**config.mk**
```make
export PLATFORM = sky130hd
export DESIGN_NAME = sorted_insert_priority_queue_core
export DESIGN_NICKNAME = d
export VERILOG_FILES = /design/src/design/spq_pkg.sv /design/src/design/sorted_insert_priority_queue_core.sv /design/src/design/spq_cell.sv
export SDC_FILE = /design/constraint.sdc
export NUM_CORES = 2
export LEC_CHECK = 0
export BUFFER_PORTS_ARGS = -buffer_cell sky130_fd_sc_hd__buf_2
export CORE_MARGIN = 3
export CORE_UTILIZATION = 50
export CTS_BUF_LIST = sky130_fd_sc_hd__clkbuf_4 sky130_fd_sc_hd__clkbuf_8
export CTS_CLUSTER_DIAMETER = 40
export DETAILED_ROUTE_END_ITERATION = 8
export GPL_TIMING_DRIVEN = 1
export HOLD_SLACK_MARGIN = 0.12
export PLACE_DENSITY = 0.74
export SYNTH_ARGS = -nofsm -noshare
export SYNTH_HDL_FRONTEND = slang
export SYNTH_SLANG_ARGS = --single-unit
```
**constraint.sdc**
```tcl
create_clock -name clk -period 12.25 [get_ports clk]
set_clock_uncertainty 0.1 [all_clocks]
set_input_delay 3.675 -clock clk [delete_from_list [all_inputs] [get_ports clk]]
set_output_delay 3.675 -clock clk [all_outputs]
set_load 0.01 [all_outputs]
```
**src/design/spq_pkg.sv**
```systemverilog
// Shared types and constants for the sorted priority queue.
package spq_pkg;

  localparam int DATA_W       = 32;
  localparam int COUNT_W      = 5;
  localparam int STATUS_W     = 2;
  localparam int CAPACITY_DEF = 16;

  typedef enum logic [STATUS_W-1:0] {
    ST_DONE  = 2'd0,
    ST_EMPTY = 2'd1,
    ST_FULL  = 2'd2
  } status_t;

  typedef enum logic {
    OP_INSERT = 1'b0,
    OP_REMOVE = 1'b1
  } op_t;

  // Broadcast to every cell for one item
  typedef struct packed {
    logic                     ins;
    logic                     rem;
    logic signed [DATA_W-1:0] value;
  } cell_ctl_t;

endpackage

```
**src/design/sorted_insert_priority_queue_core.sv**
```systemverilog
// Top level of the sorted priority queue built from a row of cells.
//
// Usage:
//   Input channel in_valid/in_ready carries one item: in_operation selects
//   insert (keep ascending order) or remove (take out the largest value),
//   in_value is the value to insert. Result channel out_valid/out_ready
//   carries one result item per input item: status, removed value, count,
//   empty/full flags, smallest and largest stored values after the item.
// Order: the cell row updates at the edge that accepts an item. A read-back
//   then loads the row (tail and freed slot) into the output register out_,
//   waiting while an earlier result still waits there unread.
// Flow: in_ready stays low from accept until that read-back, so the row
//   holds still and no new item is taken before the last is read back.
// Stall: a finished result waits in the output register while the next
//   item is accepted and applied; only its read-back waits for out_ready.
// Reset: rst_n (synchronous, active low) empties the queue and drops any
//   pending result. Stored values need no clearing.
module sorted_insert_priority_queue_core
  import spq_pkg::*;
#(
  parameter int CAPACITY = CAPACITY_DEF
) (
  input  logic                       clk,
  input  logic                       rst_n,
  input  logic                       in_valid,
  output logic                       in_ready,
  input  logic                       in_operation,
  input  logic signed [DATA_W-1:0]   in_value,
  output logic                       out_valid,
  input  logic                       out_ready,
  output logic [STATUS_W-1:0]        out_status,
  output logic signed [DATA_W-1:0]   out_removed_value,
  output logic [COUNT_W-1:0]         out_count,
  output logic                       out_is_empty,
  output logic                       out_is_full,
  output logic signed [DATA_W-1:0]   out_smallest_value,
  output logic signed [DATA_W-1:0]   out_largest_value
);

  localparam int CNT_W = $clog2(CAPACITY + 1);

  // occupancy, extended by a head marker below slot 0 and an empty slot above the top
  logic [CAPACITY:0]               occ_vec;
  logic signed [DATA_W-1:0]        val_vec [CAPACITY];
  logic                            occ_lo  [CAPACITY+1];

  logic [CNT_W-1:0]                count_r, count_nxt;
  logic                            busy_r, busy_nxt;
  status_t                         pend_status_r, pend_status_nxt;
  logic                            pend_rem_r, pend_rem_nxt;

  logic                            out_valid_r, out_valid_nxt;
  status_t                         out_status_r;
  logic signed [DATA_W-1:0]        out_removed_r, out_smallest_r, out_largest_r;
  logic [COUNT_W-1:0]              out_count_r;
  logic                            out_empty_r, out_full_r;

  logic                            accept;
  logic                            q_empty, q_full;
  logic                            load_out;
  cell_ctl_t                       ctl;
  logic signed [DATA_W-1:0]        tail_val, freed_val;
  logic [CNT_W+COUNT_W-1:0]        count_wide;

  assign in_ready = !busy_r;
  assign accept   = in_valid && in_ready;
  assign q_empty  = (count_r == '0);
  assign q_full   = (count_r == CNT_W'(CAPACITY));

  // broadcast the item to every cell in the accept cycle
  always_comb begin
    ctl.ins   = accept && (in_operation == OP_INSERT) && !q_full;
    ctl.rem   = accept && (in_operation == OP_REMOVE) && !q_empty;
    ctl.value = in_value;
  end

  // head marker: slot 0 sees an occupied left neighbour holding the new
  // value itself, so it never shifts in and takes the value when free
  assign occ_lo[0] = 1'b1;

  genvar gi;
  generate
    for (gi = 0; gi < CAPACITY; gi++) begin : g_cell
      logic signed [DATA_W-1:0] left_v;
      if (gi == 0) begin : g_head
        assign left_v = in_value;
      end else begin : g_body
        assign left_v = val_vec[gi-1];
      end
      spq_cell u_cell (
        .clk       (clk),
        .rst_n     (rst_n),
        .ctl       (ctl),
        .left_occ  (occ_lo[gi]),
        .left_val  (left_v),
        .right_occ (occ_vec[gi+1]),
        .occ       (occ_vec[gi]),
        .val       (val_vec[gi])
      );
      assign occ_lo[gi+1] = occ_vec[gi];
    end
  endgenerate

  assign occ_vec[CAPACITY] = 1'b0;

  // read back the tail (last occupied slot) and the slot just freed
  always_comb begin
    tail_val  = '0;
    freed_val = '0;
    for (int i = 0; i < CAPACITY; i++) begin
      if (occ_vec[i] && !occ_vec[i+1]) begin
        tail_val = tail_val | val_vec[i];
      end
      if (!occ_vec[i] && occ_lo[i]) begin
        freed_val = freed_val | val_vec[i];
      end
    end
  end

  // count and pending status, taken in the accept cycle
  always_comb begin
    count_nxt       = count_r;
    pend_status_nxt = pend_status_r;
    pend_rem_nxt    = pend_rem_r;
    busy_nxt        = busy_r;
    if (accept) begin
      busy_nxt     = 1'b1;
      pend_rem_nxt = ctl.rem;
      if (in_operation == OP_INSERT) begin
        pend_status_nxt = q_full ? ST_FULL : ST_DONE;
        if (!q_full) begin
          count_nxt = count_r + CNT_W'(1);
        end
      end else begin
        pend_status_nxt = q_empty ? ST_EMPTY : ST_DONE;
        if (!q_empty) begin
          count_nxt = count_r - CNT_W'(1);
        end
      end
    end else if (load_out) begin
      busy_nxt = 1'b0;
    end
  end

  // hold the finished result until taken, advance the next one when free
  assign load_out = busy_r && (!out_valid_r || out_ready);

  always_comb begin
    out_valid_nxt = out_valid_r;
    if (load_out) begin
      out_valid_nxt = 1'b1;
    end else if (out_ready) begin
      out_valid_nxt = 1'b0;
    end
  end

  always_ff @(posedge clk) begin
    if (!rst_n) begin
      count_r     <= '0;
      busy_r      <= 1'b0;
      out_valid_r <= 1'b0;
    end else begin
      count_r     <= count_nxt;
      busy_r      <= busy_nxt;
      out_valid_r <= out_valid_nxt;
    end
  end

  always_ff @(posedge clk) begin
    pend_status_r <= pend_status_nxt;
    pend_rem_r    <= pend_rem_nxt;
  end

  // report count masked to the field width
  assign count_wide = {{COUNT_W{1'b0}}, count_r};

  always_ff @(posedge clk) begin
    if (load_out) begin
      out_status_r   <= pend_status_r;
      out_removed_r  <= pend_rem_r ? freed_val : '0;
      out_count_r    <= count_wide[COUNT_W-1:0];
      out_empty_r    <= q_empty;
      out_full_r     <= q_full;
      out_smallest_r <= occ_vec[0] ? val_vec[0] : '0;
      out_largest_r  <= tail_val;
    end
  end

  assign out_valid          = out_valid_r;
  assign out_status         = out_status_r;
  assign out_removed_value  = out_removed_r;
  assign out_count          = out_count_r;
  assign out_is_empty       = out_empty_r;
  assign out_is_full        = out_full_r;
  assign out_smallest_value = out_smallest_r;
  assign out_largest_value  = out_largest_r;

`ifndef SYNTHESIS
  a_count_matches_row: assert property (@(posedge clk) disable iff (!rst_n)
    $countones(occ_vec) == int'(count_r))
    else $error("count differs from occupied cells");

  a_row_packed: assert property (@(posedge clk) disable iff (!rst_n)
    ((occ_vec >> 1) & ~occ_vec) == '0)
    else $error("occupied cells not packed from slot 0");

  a_accept_blocks: assert property (@(posedge clk) disable iff (!rst_n)
    accept |=> (busy_r && !in_ready))
    else $error("item accepted without read-back cycle");
`endif

endmodule

```
**src/design/spq_cell.sv**
```systemverilog
// One slot of the sorted cell row: holds a value and its occupancy bit.
module spq_cell
  import spq_pkg::*;
(
  input  logic                     clk,
  input  logic                     rst_n,
  input  cell_ctl_t                ctl,
  input  logic                     left_occ,
  input  logic signed [DATA_W-1:0] left_val,
  input  logic                     right_occ,
  output logic                     occ,
  output logic signed [DATA_W-1:0] val
);

  logic                     occ_r, occ_nxt;
  logic signed [DATA_W-1:0] val_r, val_nxt;
  logic                     shift_in;
  logic                     below;

  assign shift_in = left_occ && (ctl.value < left_val);
  assign below    = ctl.value < val_r;

  always_comb begin
    occ_nxt = occ_r;
    val_nxt = val_r;
    if (ctl.ins) begin
      if (occ_r) begin
        if (shift_in) begin
          val_nxt = left_val;
        end else if (below) begin
          val_nxt = ctl.value;
        end
      end else if (left_occ) begin
        // first free slot: take the neighbour's value or the new one
        occ_nxt = 1'b1;
        val_nxt = shift_in ? left_val : ctl.value;
      end
    end else if (ctl.rem) begin
      // drop occupancy at the tail only
      occ_nxt = occ_r & right_occ;
    end
  end

  always_ff @(posedge clk) begin
    if (!rst_n) begin
      occ_r <= 1'b0;
    end else begin
      occ_r <= occ_nxt;
    end
  end

  always_ff @(posedge clk) begin
    val_r <= val_nxt;
  end

  assign occ = occ_r;
  assign val = val_r;

endmodule
```
==> reports/metrics.yaml <==
wl_mm: 167.1
drv_cap: 0
cts-root-buf: "clkbuf_8"
startpoint_type: "primary input"
critical_path_required_ps: 12610
dpl_cell_area_um2: 46290
postCtsSetupRepairBufs: 0
crit_path_max_fanout: 32
rsz0062_at_grt: "false"
worstSetupEndpoint: "g_cell[8].u_cell.val[12]"
final_nets: 4639
grt_overflow: 0
crit_path_end_kind: "register"
die_h_um: 303.2
final_common_cell: "edfxtp_1"
design_area_um2: 49020
port_buffers: 143
ys_seq_area_frac: 0.4321
path_clk_slew_ps: 50
initial_core_util: 0.5066
ir_drop_v: 0.0001030
ys_warn_count: 0
grt_pass1_vias: 35590
die-area_um2: 91910
yosysUniqueCellTypes: 64
cts_max_path_buffers: 3
cts-resized-gates: 0
syn_area_um2: 44150
clkLatencyLatePin_ps: 840
drc_errors: 0
r2r_slack_ps: 6810
use_met2: 0.5115
synth-edff-count: 620
track_usage: 0.3585
synth_fp_nets: 4509
first_iter_violations: 6291
final_cell_mix: "620 x edfxtp_1, 511 x inv_1, 499 x ha_1"
max_slew_margin: 0.05252
wl_per_cell_um: 31.20
avgSynthCellArea_um2: 11.12
place.gp.congestion: 1.034
powerDensity_nw_per_um2: 111.2
r2r-start: "g_cell[7].u_cell.val[7]"
period_minus_slack_ps: 8285
synthToLayoutAreaGrowth_pct: 11.02
die_x_um: 303.2
syn_inst: 3972
antenna_found_initial: 5
ant_nets: 0
worst_slew_pin_slew_ps: 1385
hold_buffers: 0
setup_viol: 0
maxSlewViolCount: 0
power_leakage_uw: 0.01998
num-fill-cells: 7396
finalWorstSetupSlack_ps: 3965
rows: 108
rr_worst_depth: 11
drive_gt1_frac: 0.2249
regToRegEndpoint: "g_cell[8].u_cell.val[12]"
grt.busiest_layer: "met2"
grt_pass1_wl_mm: 240.3
ios: 144
status: "completed"
numClockSinks: 643
cts_tree: "built"
max_freq_ghz: 0.1207
ys.flop_type: "edfxtp_1"
cp.arrival_ps: 8650
synth_seq_cells: 643
vias: 37310
grt_use_met3: 0.1114
tns_ps: 0
cts_buffers: 132
drt_pass1_iterations: 9
hp-class: "reg -> reg"
timing.final.crit_share: 0.6763
core-area_um2: 87160
async_flop_share: 0
grt_max_degree: 66
htree_levels: 4
dp_slack_ps: 3183
startpoint: "in_value[7]"
hold_viol_final: 0
whs_ps: 317.5
hpwl_mm: 111.6
path_class: "in -> reg"
met1_usage: 0.4757
avgViaCountPerCell: 6.967
power by group:
group	total [uW]	switching (uW)	internal, uW
logic	570	351	219
registers	2490	27.3	2460
clock network	2390	1050	1340
total	5450	1420	4030
flip-flops by register name, indices dropped and copies added (netlist names), 2 cells and up:
register,count
out_largest_value,32
pend_status_r,2
g_cell.u_cell.val,512
g_cell.u_cell.occ,16
out_count,5
out_smallest_value,32
count_r,5
out_removed_value,32
out_status,2
synthesized netlist by cell type, types with 16 or more instances:
master    instances  area, um^2
nor2_1           76       285.3
edfxtp_1        620       18620
inv_1           511        1918
a21o_1           55       412.9
nor2b_1          36       225.2
a211oi_1         19       142.6
clkbuf_1        142       533.0
o21a_1           33       247.7
buf_2            25       125.1
nand3_1          87       435.4
a21boi_0         22       165.2
a22oi_1         115       863.3
dfxtp_1          23       460.4
a221oi_1        213        1866
a21oi_1         175       875.8
nand4_1          95       594.3
o21ai_0         131       655.6
ha_1            499        6243
nand2_1         187       701.9
nand2b_1         28       175.2
buf_1            32       120.1
and2_1           42       262.8
and4_1           16       140.1
mux2_2          477        5371
a22o_1          167        1463
stage by stage:
step	power (uW)	util	std cells
final	5451	0.5624	5355
after global routing	5611	0.5623	5353
after detailed placement	3087	0.5311	5122
after global placement	3071	0.5311	5122
after CTS	5449	0.5622	5351
after floorplan	2861	-	3972
logic make-up (layout without fill, tap and decap cells):
logic type / count (synthesis) / count (layout) / share of synthesized area
AO/OA/AOI/OAI: 1007 / 1007 / 0.1667
XOR/XNOR: 5 / 5 / 0.0009918
adder cells (fa/ha/maj): 500 / 500 / 0.1419
buffers and inverters: 719 / 944 / 0.06336
flip-flops: 643 / 643 / 0.4321
multiplexers: 491 / 491 / 0.1253
other: 0 / 3 / 0
AND/OR/NAND/NOR: 607 / 607 / 0.06960
layer usage:
metal,vias up,wire [um]
met2,3198,68630
li1,15500,-
met5,-,24
met4,4,12150
met3,836,24420
met1,17770,61870
worst max-delay path, cell delays in order:
cell,delay [ps]
buf_2,600
ha_1,270
nand2_1,70
or4_1,500
o21ai_0,740
a31oi_1,440
o21bai_1,370
mux2i_4,280
buf_4,440
o31a_2,740
buf_4,450
how the worst min path moves through the flow:
stage                    end  slack [ps]        startpoint  cells after the start
5_1_grt        out_status[0]         320  pend_status_r[0]                      0
2_1_floorplan  out_status[0]         300  pend_status_r[0]                      0
6_report       out_status[1]         320  pend_status_r[1]                      0
3_5_place_dp   out_status[0]         310  pend_status_r[0]                      0
3_3_place_gp   out_status[0]         310  pend_status_r[0]                      0
4_1_cts        out_status[1]         320  pend_status_r[1]                      0
cell type report:
cell class	instances	area, um^2	area share
Multi-Input combinational cell	2610	22670	0.4626
Timing Repair Buffer	204	1171	0.02389
Tap cell	1155	1445	0.02948
Antenna cell	3	7.507	0.0001532
Inverter	511	1918	0.03913
Clock buffer	169	2101	0.04286
Sequential cell	643	19080	0.3893
Clock inverter	60	618.1	0.01261
No activity file was read; power rests on OpenSTA's default activity.
